--- src/rtl/nmc_pkg.sv ---
package nmc_pkg;

   localparam int MAX_SIZE_DEFAULT = 8;

   localparam int ELEM_W      = 16;
   localparam int ACC_W       = 64;
   localparam int PROD_W      = 80;
   localparam int CFG_SIZE_W  = 4;
   localparam int CFG_POWER_W = 5;
   localparam int CSR_INDEX_W = 1;
   localparam int CSR_DATA_W  = 5;
   localparam int RSP_DATA_W  = 8;

   localparam logic [CFG_SIZE_W-1:0]  SIZE_RESET  = 4'd3;
   localparam logic [CFG_POWER_W-1:0] POWER_RESET = 5'd10;
   localparam logic [CFG_POWER_W-1:0] POWER_FIRST = 5'd2;
   localparam logic [CFG_POWER_W-1:0] POWER_CAP   = 5'd16;

   localparam logic [CSR_INDEX_W-1:0] REG_MATRIX_SIZE = 1'd0;
   localparam logic [CSR_INDEX_W-1:0] REG_MAX_POWER   = 1'd1;

   typedef struct packed {
      logic load_we;
      logic test_start;
      logic power_start;
      logic issue;
      logic first;
      logic last;
      logic src_orig;
      logic dest_b;
   } ctl_cmd_type;

   typedef struct packed {
      logic busy;
      logic nonzero;
      logic overflow;
   } dp_sts_type;

endpackage

--- src/rtl/nmc_control.sv ---
module nmc_control #(
   parameter int MAX_SIZE = nmc_pkg::MAX_SIZE_DEFAULT
) (
   input  logic                           clock,
   input  logic                           reset,
   input  logic                           req_tvalid,
   output logic                           req_tready,
   input  logic                           req_tlast,
   output logic                           rsp_tvalid,
   input  logic                           rsp_tready,
   output logic                           rsp_nil,
   output logic [nmc_pkg::CFG_POWER_W-1:0] rsp_index,
   output logic                           rsp_ovf,
   input  logic                           csr_valid,
   output logic                           csr_ready,
   input  logic [nmc_pkg::CSR_INDEX_W-1:0] csr_index,
   input  logic [nmc_pkg::CSR_DATA_W-1:0]  csr_data,
   output nmc_pkg::ctl_cmd_type           cmd,
   output logic [((MAX_SIZE > 1) ? $clog2(MAX_SIZE * MAX_SIZE) : 1)-1:0] load_addr,
   output logic [((MAX_SIZE > 1) ? $clog2(MAX_SIZE * MAX_SIZE) : 1)-1:0] pow_addr,
   output logic [((MAX_SIZE > 1) ? $clog2(MAX_SIZE * MAX_SIZE) : 1)-1:0] org_addr,
   output logic [((MAX_SIZE > 1) ? $clog2(MAX_SIZE * MAX_SIZE) : 1)-1:0] wr_addr,
   input  nmc_pkg::dp_sts_type            sts
);

   localparam int CELLS  = MAX_SIZE * MAX_SIZE;
   localparam int AW     = (MAX_SIZE > 1) ? $clog2(CELLS) : 1;
   localparam int CW     = $clog2(CELLS + 1);
   localparam int SIZE_W = $clog2(MAX_SIZE + 1);
   localparam int PCW    = nmc_pkg::CFG_POWER_W;

   localparam logic [1:0] ST_LOAD  = 2'd0;
   localparam logic [1:0] ST_ISSUE = 2'd1;
   localparam logic [1:0] ST_DRAIN = 2'd2;
   localparam logic [1:0] ST_DONE  = 2'd3;

   logic [1:0]                        state_ff, state_in;
   logic [nmc_pkg::CFG_SIZE_W-1:0]    size_ff, size_in;
   logic [PCW-1:0]                    limit_ff, limit_in;
   logic [CW-1:0]                     load_count_ff, load_count_in;
   logic [PCW-1:0]                    power_ff, power_in;
   logic [SIZE_W-1:0]                 i_ff, i_in, j_ff, j_in, k_ff, k_in;
   logic [AW-1:0]                     i_base_ff, i_base_in, k_base_ff, k_base_in;
   logic                              nil_ff, nil_in;
   logic [PCW-1:0]                    nil_index_ff, nil_index_in;
   logic                              rsp_valid_ff, rsp_valid_in;
   logic                              rsp_nil_ff, rsp_nil_in;
   logic [PCW-1:0]                    rsp_index_ff, rsp_index_in;
   logic                              rsp_ovf_ff, rsp_ovf_in;

   logic [SIZE_W-1:0] n_eff;
   logic [SIZE_W-1:0] n_m1;
   logic [PCW-1:0]    lim_eff;
   logic              req_accept;

   always_comb begin
      if (size_ff == '0) begin
         n_eff = SIZE_W'(1);
      end else if (int'(size_ff) > MAX_SIZE) begin
         n_eff = SIZE_W'(MAX_SIZE);
      end else begin
         n_eff = SIZE_W'(size_ff);
      end
      n_m1 = n_eff - SIZE_W'(1);
      if (limit_ff < nmc_pkg::POWER_FIRST) begin
         lim_eff = nmc_pkg::POWER_FIRST;
      end else if (limit_ff > nmc_pkg::POWER_CAP) begin
         lim_eff = nmc_pkg::POWER_CAP;
      end else begin
         lim_eff = limit_ff;
      end
   end

   assign req_tready = (state_ff == ST_LOAD);
   assign req_accept = req_tvalid & req_tready;
   assign csr_ready  = 1'b1;

   always_comb begin
      state_in      = state_ff;
      size_in       = size_ff;
      limit_in      = limit_ff;
      load_count_in = load_count_ff;
      power_in      = power_ff;
      i_in          = i_ff;
      j_in          = j_ff;
      k_in          = k_ff;
      i_base_in     = i_base_ff;
      k_base_in     = k_base_ff;
      nil_in        = nil_ff;
      nil_index_in  = nil_index_ff;
      rsp_valid_in  = rsp_valid_ff & ~rsp_tready;
      rsp_nil_in    = rsp_nil_ff;
      rsp_index_in  = rsp_index_ff;
      rsp_ovf_in    = rsp_ovf_ff;
      cmd           = '0;

      if (csr_valid) begin
         case (csr_index)
            nmc_pkg::REG_MATRIX_SIZE: size_in = csr_data[nmc_pkg::CFG_SIZE_W-1:0];
            nmc_pkg::REG_MAX_POWER:   limit_in = csr_data;
            default: ;
         endcase
      end

      case (state_ff)
         ST_LOAD: begin
            if (req_accept) begin
               if (load_count_ff < CW'(CELLS)) begin
                  cmd.load_we   = 1'b1;
                  load_count_in = load_count_ff + CW'(1);
               end
               if (req_tlast) begin
                  cmd.test_start  = 1'b1;
                  cmd.power_start = 1'b1;
                  power_in        = nmc_pkg::POWER_FIRST;
                  i_in            = '0;
                  j_in            = '0;
                  k_in            = '0;
                  i_base_in       = '0;
                  k_base_in       = '0;
                  state_in        = ST_ISSUE;
               end
            end
         end
         ST_ISSUE: begin
            cmd.issue    = 1'b1;
            cmd.first    = (k_ff == '0);
            cmd.last     = (k_ff == n_m1);
            cmd.src_orig = (power_ff == nmc_pkg::POWER_FIRST);
            cmd.dest_b   = power_ff[0];
            if (k_ff == n_m1) begin
               k_in      = '0;
               k_base_in = '0;
               if (j_ff == n_m1) begin
                  j_in = '0;
                  if (i_ff == n_m1) begin
                     state_in = ST_DRAIN;
                  end else begin
                     i_in      = i_ff + SIZE_W'(1);
                     i_base_in = i_base_ff + AW'(n_eff);
                  end
               end else begin
                  j_in = j_ff + SIZE_W'(1);
               end
            end else begin
               k_in      = k_ff + SIZE_W'(1);
               k_base_in = k_base_ff + AW'(n_eff);
            end
         end
         ST_DRAIN: begin
            if (!sts.busy) begin
               if (!sts.nonzero) begin
                  nil_in       = 1'b1;
                  nil_index_in = power_ff;
                  state_in     = ST_DONE;
               end else if (power_ff >= lim_eff) begin
                  nil_in       = 1'b0;
                  nil_index_in = '0;
                  state_in     = ST_DONE;
               end else begin
                  cmd.power_start = 1'b1;
                  power_in        = power_ff + PCW'(1);
                  i_in            = '0;
                  j_in            = '0;
                  k_in            = '0;
                  i_base_in       = '0;
                  k_base_in       = '0;
                  state_in        = ST_ISSUE;
               end
            end
         end
         ST_DONE: begin
            if (!rsp_valid_ff || rsp_tready) begin
               rsp_valid_in  = 1'b1;
               rsp_nil_in    = nil_ff;
               rsp_index_in  = nil_index_ff;
               rsp_ovf_in    = sts.overflow;
               load_count_in = '0;
               state_in      = ST_LOAD;
            end
         end
         default: begin
            state_in = ST_LOAD;
         end
      endcase
   end

   always_ff @(posedge clock) begin
      if (reset) begin
         state_ff      <= ST_LOAD;
         size_ff       <= nmc_pkg::SIZE_RESET;
         limit_ff      <= nmc_pkg::POWER_RESET;
         load_count_ff <= '0;
         power_ff      <= nmc_pkg::POWER_FIRST;
         rsp_valid_ff  <= 1'b0;
      end else begin
         state_ff      <= state_in;
         size_ff       <= size_in;
         limit_ff      <= limit_in;
         load_count_ff <= load_count_in;
         power_ff      <= power_in;
         rsp_valid_ff  <= rsp_valid_in;
      end
   end

   always_ff @(posedge clock) begin
      i_ff         <= i_in;
      j_ff         <= j_in;
      k_ff         <= k_in;
      i_base_ff    <= i_base_in;
      k_base_ff    <= k_base_in;
      nil_ff       <= nil_in;
      nil_index_ff <= nil_index_in;
      rsp_nil_ff   <= rsp_nil_in;
      rsp_index_ff <= rsp_index_in;
      rsp_ovf_ff   <= rsp_ovf_in;
   end

   assign pow_addr   = i_base_ff + AW'(k_ff);
   assign org_addr   = k_base_ff + AW'(j_ff);
   assign wr_addr    = i_base_ff + AW'(j_ff);
   assign load_addr  = load_count_ff[AW-1:0];
   assign rsp_tvalid = rsp_valid_ff;
   assign rsp_nil    = rsp_nil_ff;
   assign rsp_index  = rsp_index_ff;
   assign rsp_ovf    = rsp_ovf_ff;

endmodule
--- config.mk ---
export PLATFORM = sky130hd
export DESIGN_NAME = nmc_control
export DESIGN_NICKNAME = d
export VERILOG_FILES = /design/src/rtl/nmc_pkg.sv /design/src/rtl/nmc_control.sv
export SDC_FILE = /design/constraint.sdc
export NUM_CORES = 1
export LEC_CHECK = 0
export BUFFER_PORTS_ARGS = -buffer_cell sky130_fd_sc_hd__buf_2
export CORE_MARGIN = 2
export CORE_UTILIZATION = 40
export CTS_CLUSTER_DIAMETER = 40
export DETAILED_ROUTE_END_ITERATION = 6
export PLACE_DENSITY = 0.65
export SYNTH_ARGS = -nofsm -noshare
export SYNTH_HDL_FRONTEND = slang
export SYNTH_SLANG_ARGS = --single-unit
--- constraint.sdc ---
create_clock -name clock -period 3.2 [get_ports clock]
set_input_delay 0.96 -clock clock [delete_from_list [all_inputs] [get_ports clock]]
set_output_delay 0.96 -clock clock [all_outputs]
set_load 0.005 [all_outputs]
==> results of run 1 <==
## logic make-up after synthesis
family,after synthesis,synth area share (%)
adders and majority gates,38,13.54
xor gates and xnor gates,35,9.184
AOI/OAI and AO/OA,61,11.03
DFF,61,42.02
buffers and inverters,45,5.385
and+or+nand+nor,123,16.06
muxes,10,2.676
other,1,0.09901
## metrics by stage
step                      hold WS, ns  instance area [um2]  util [%]  total power [mW]
after floorplan                0.4003                 3792         -             1.473
after global placement         0.4083                 4187     45.52             1.691
after detailed placement       0.4054                 4187     45.52             1.707
after CTS                      0.4229                 4452     48.41             2.477
after global routing           0.4367                 4543     49.40             2.647
final                          0.4213                 4543     49.40             2.480
## registers in the layout, indices dropped and copies added (netlist names)
register and flops:
rsp_tvalid 1, i_base_ff 6, rsp_ovf 1, j_ff 4, nil_ff 1, rsp_index 5
state_ff 2, k_base_ff 6, k_ff 4, i_ff 4, size_ff 4, limit_ff 5
power_ff 5, nil_index_ff 5, rsp_nil 1, load_count_ff 7
## Yosys cell counts, types with 2 or more instances
library cell	count
nor2_1	44
edfxtp_1	37
ha_1	33
inv_1	29
dfxtp_1	24
a21oi_1	23
nand2_1	22
xnor2_1	22
nand3_1	15
a21o_1	13
nor2b_1	10
xor2_1	10
mux2i_1	9
o21ai_0	9
buf_4	7
or3_1	7
nand2b_1	6
clkbuf_1	5
fa_1	5
and3_1	4
and2_1	3
nand4_1	3
xnor3_1	3
a211oi_1	2
a32oi_1	2
clkinv_1	2
o21bai_1	2
o311a_1	2
o41ai_2	2
## worst max path at each step
stage,startpoint,endpoint,slack (ns)
global route,size_ff[1],cmd[2],-0.20
floorplan,size_ff[1],cmd[2],0.22
CTS,size_ff[2],cmd[2],-0.12
finish,size_ff[1],cmd[2],-0.08
global placement,size_ff[1],cmd[2],0.15
detailed placement,size_ff[1],cmd[2],0.09
## critical path, stage by stage, from the launching register on
cell and delay [ns]:
dfxtp_2 0.32, o21bai_1 0.19, and2b_1 0.19, inv_2 0.05, ha_4 0.23, xnor2_1 0.12
a211o_1 0.24, or3_4 0.42, nor2_4 0.08, buf_2 0.12
## where the power goes
| part | internal [mW] | switching [mW] | total (mW) |
|---|---|---|---|
| clock network | 0.434 | 0.319 | 0.753 |
| logic | 0.365 | 0.368 | 0.733 |
| registers | 0.915 | 0.0782 | 0.994 |
## what timing repair did
action | 4_1_cts | 5_1_grt
setup endpoints to repair | 1 | 5
setup buffers | 4 | 9
resized for setup | 6 | 6
pin swaps | 4 | 5
## layout make-up
class | instances | area, um2
fillers | 853 | 4653
multi-input cells | 268 | 2038
flip-flops and latches | 61 | 1595
repair buffers | 77 | 440.4
well taps | 111 | 138.9
clock buffers | 9 | 123.9
inverters | 31 | 116.4
clock inverters | 7 | 90.09
## metal layers
metal,track usage (%),part of all wire [%],vias to the layer above
met4,5.925,1.4,0
met2,26.49,49,61
met1,22.12,46,1360
li1,-,-,1443
met5,0,0,-
met3,3.796,3.7,7
==> metrics.txt, run 1 <==
outcome complete, but fails checks; violated checks setup timing; Mapped Avg Cell Area about 10 um2; DR vias 2,871; area grow syn2layout 19.95%; share of layout cells above drive strength 1 24.50%; clock latency on the worst-skew pair 0.35 ns; Slew headroom a little under three fifths; GRT overflow 0; skew final 0.01559 ns; CP Capture Type output port; Final Wtd Congestion 0.8138; Initial DRC Count around 110; port bufs 55; Slew @ Worst Pin between 0.6 and 0.7 ns; achievable clock frequency 0.3052 GHz; commonest non-fill, non-tap cell in the layout buf_2; Final ANT Viol Nets 0; r2r startpoint size_ff[1]; Yosys warnings 0; Die ar. 10,260 um2; RSZ-0062 raised after global routing yes; post-DR vias/cell ~5.1; final hold violation count 0; CP Launch Type register; Worst Path Arrival 2.32 ns; critical path peak fanout 3; Post-synth EDFFs 37; Rows 35; Die Width between 100 and 150 um; wire per inst roughly 14 um; worst slack, placed 0.09307 ns; hold_buf cts 0; Seq/Total Area, Yosys 42.02%; Hold Crit Depth 0; crit path kind reg2out; Synth area leader edfxtp_1; CTS sink count 61; setup TNS -0.07611 ns; PwrDens 545.9 nW/um2; Tmin final 3.276 ns; share of the synthesized area in the top cell type between 20 and 30%; Diodes inserted 0; final setup fails 1; setup slack after layout -0.07611 ns; static leakage 2.080 nW; data required time of the worst path 2.24 ns; drt total wl 8.072 mm; main flop type after synthesis edfxtp_1; gr usage total 16.57%; initial antenna violation count 0; core area slightly above 9000 um2; reg-to-reg endpoint i_ff[1]; commonest non-fill, non-tap cells in the layout 55 x buf_2, 43 x nor2_1, 37 x edfxtp_1; Synth Cell Area around 3800 um2; post-synthesis cell count approximately 370; CTS root buffer clkbuf_8; Post-synth ARST share 0%; # H-tree levels 3; Final nets 501; Starting Density 41.18%; Top Ports between 50 and 60; vias in the first global route approximately 2,800; WHS Endpoint rsp_nil; flops & latches, synth 61; worst reg2reg path depth 10; Slew Viols, Final 0; DPL Wire Length 5.966 mm; Die Ht 101.3 um; largest net degree at the start of global routing 15; Clk pin slew, worst setup/hold paths ~0.070 ns; number of CTS-inserted buffers 9; hold_sp nil_ff; Clock Path Buffers 2; Max Cap Viol 0; DR pass1 iterations 4; Hold Path Class reg2reg; CTS tree done; Area contributors post-synth edfxtp_1 29%, dfxtp_1 13%, ha_1 11%; DRC 0; DP Cell Count between 500 and 600; fin crit share 102.4%; Mapped Nets ~430; first-pass GRT wire length approximately 13 mm; r2r setup slk 0.49 ns; synth unique cells 48; VDD IR-drop max 0.0002013 V; Post-Layout Cell Count 564
Note: power is estimated with default switching activity, not from simulation.
==> inputs of run 2 (changes only) <==
--- a/config.mk
+++ b/config.mk
@@ -5,7 +5,7 @@
 export SDC_FILE = /design/constraint.sdc
 export NUM_CORES = 1
 export LEC_CHECK = 0
-export BUFFER_PORTS_ARGS = -buffer_cell sky130_fd_sc_hd__buf_2
+export BUFFER_PORTS_ARGS = -buffer_cell sky130_fd_sc_hd__clkbuf_2
 export CORE_MARGIN = 2
 export CORE_UTILIZATION = 40
 export CTS_CLUSTER_DIAMETER = 40
==> run 2 against run 1 <==
  * The flow still finishes with violations (setup timing)
  * Flip-flop and latch count unchanged
  * Worst hold slack barely moved
  * Final cell count shrank 0.35%
  * Maximum frequency grew 1.4%
  * Global-route usage barely moved
  * Sequential share of layout area is 0.32 points higher
  * Register-to-register slack better by 0.03 ns
==> metrics.txt, run 2 (synthesized netlist as in run 1, its figures left out) <==
hold_sp nil_index_ff[0]; CTS tree done; Hold Crit Depth 0; Highest Signal Layer met4; crit path kind reg2out; Hold Path Class reg2reg; data required time of the worst path 2.24 ns; Min Hold Slack 0.4213 ns; area grow syn2layout 18.96%; vias in the first global route ~2,800; Initial DRC Count around 120; total power 2.386 mW; # H-tree levels 3; critical path's slowest cell or3_4; Worst Path Arrival roughly 2.3 ns; Regs by FF count load_count_ff: 7 flops, i_base_ff: 6 flops, k_base_ff: 6 flops; Slew headroom 58.11%; r2r startpoint size_ff[0]; setup slack after layout -0.02956 ns; static leakage 2.062 nW; Rows 35; Starting Density about two fifths; Post-Route M1 WL approximately 3.7 mm; final setup fails 1; CTS root buffer clkbuf_8; largest reg by FF count load_count_ff; port bufs between 50 and 60; wire per inst roughly 15 um; Clock Path Buffers 2; number of CTS-inserted buffers 9; outcome complete, but fails checks; commonest non-fill, non-tap cell in the layout clkbuf_2; core area 9196 um2; violated checks setup timing; met2 wire length 4.033 mm; Final Cell Area 4506 um2; max reg flops 7; WHS Endpoint rsp_index[0]; r2r setup slk 0.52 ns; initial antenna violation count 0; Diodes inserted 0; Die Ht 101.3 um; Final ANT Viol Nets 0; routed wl met3 363 um; CP Launch Type register; Clk pin slew, worst setup/hold paths 0.07 ns; CTS sink count 61; DP Area ~4200 um2; CP Capture Type output port; post-DR vias/cell approximately 5.0; DRC 0; worst reg2reg path depth 10; critical path's largest stage delay 0.40 ns; drt total wl 8.207 mm; Die ar. between 10,000 and 15,000 um2; skew final 0.006617 ns; VDD IR-drop max approximately 0.00019 V; achievable clock frequency 0.3096 GHz; critical path peak fanout 3; Slew @ Worst Pin 0.6226 ns; gr usage total 16.60%; GRT overflow 0; fin crit share 100.9%; DR pass1 iterations 4; RSZ-0062 raised after global routing yes; DR vias between 2,000 and 3,000; setup TNS -0.02956 ns; Final nets between 400 and 500; Tmin final 3.230 ns; PwrDens around 530 nW/um2; worst slack, placed 0.07099 ns; Max Cap Viol 0; worst path cell trace o21bai_4 > and2b_1 > inv_2 > ha_4 > xnor2_1 > a211o_1 > or3_4 > nor2_4 > clkbuf_2; Slew Viols, Final 0; clock latency on the worst-skew pair between 0.3 and 0.4 ns; DPL Wire Length 6.067 mm; Die Width ~100 um; commonest non-fill, non-tap cells in the layout 55 x clkbuf_2, 43 x nor2_1, 37 x edfxtp_1; share of layout cells above drive strength 1 24.39%; reg-to-reg endpoint i_base_ff[1]; first-pass GRT wire length 13.20 mm; Final Wtd Congestion 0.7992; largest net degree at the start of global routing 15; Top Ports 57; final hold violation count 0
run 2: repair_timing:
action | in CTS | in global routing
gates resized for setup | 7 | 6
pin swaps | 4 | 4
hold buffers | 0 | 0
buffers inserted | 5 | 5
endpoints found under the setup margin | 1 | 5
hold endpoints to repair | 0 | 0
cloned | 0 | 0
run 2: how the worst max path moves through the flow:
stage,from,endpoint,slack [ns],cells past startpoint
floorplan,size_ff[1],cmd[2],0.22,8
global placement,size_ff[1],cmd[2],0.14,9
detailed placement,size_ff[1],cmd[2],0.07,9
CTS,size_ff[2],cmd[2],-0.11,9
global route,size_ff[0],cmd[2],-0.10,9
finish,size_ff[0],cmd[2],-0.03,9
run 2: power by group:
part	switching (mW)	internal [mW]
Sequential	0.0820	0.916
Clock	0.311	0.340
Combinational	0.373	0.365
Total	0.766	1.62
run 2: layout make-up:
cell class | count | area (um2)
timing repair buffer | 75 | 425.4
tap | 111 | 138.9
inverter | 31 | 116.4
fill | 876 | 4691
multi-input combinational | 268 | 2043
sequential | 61 | 1597
clock buffer | 12 | 165.2
clock inverter | 4 | 20.02
run 2: through the flow:
step / util (%) / cells
after floorplan: - / 374
after global placement: 45.61 / 536
after detailed placement: 45.61 / 536
after CTS: 48.33 / 557
after global routing: 48.99 / 562
final: 48.99 / 562
run 2: routing by layer:
layer  track usage (%)  up-vias
met4             4.782        0
met1             20.94     1309
met3             4.693        9
li1                  -     1434
met5                 0        -
met2             27.87       71
run 2: critical path: cells and delay by family, from the launching register on:
family	cells	cell delay (ns)
DFF	1	0.33
adders and majority gates	1	0.21
AOI/OAI and AO/OA	2	0.40
and+or+nand+nor	3	0.66
buffers and inverters	2	0.19
xor gates and xnor gates	1	0.13
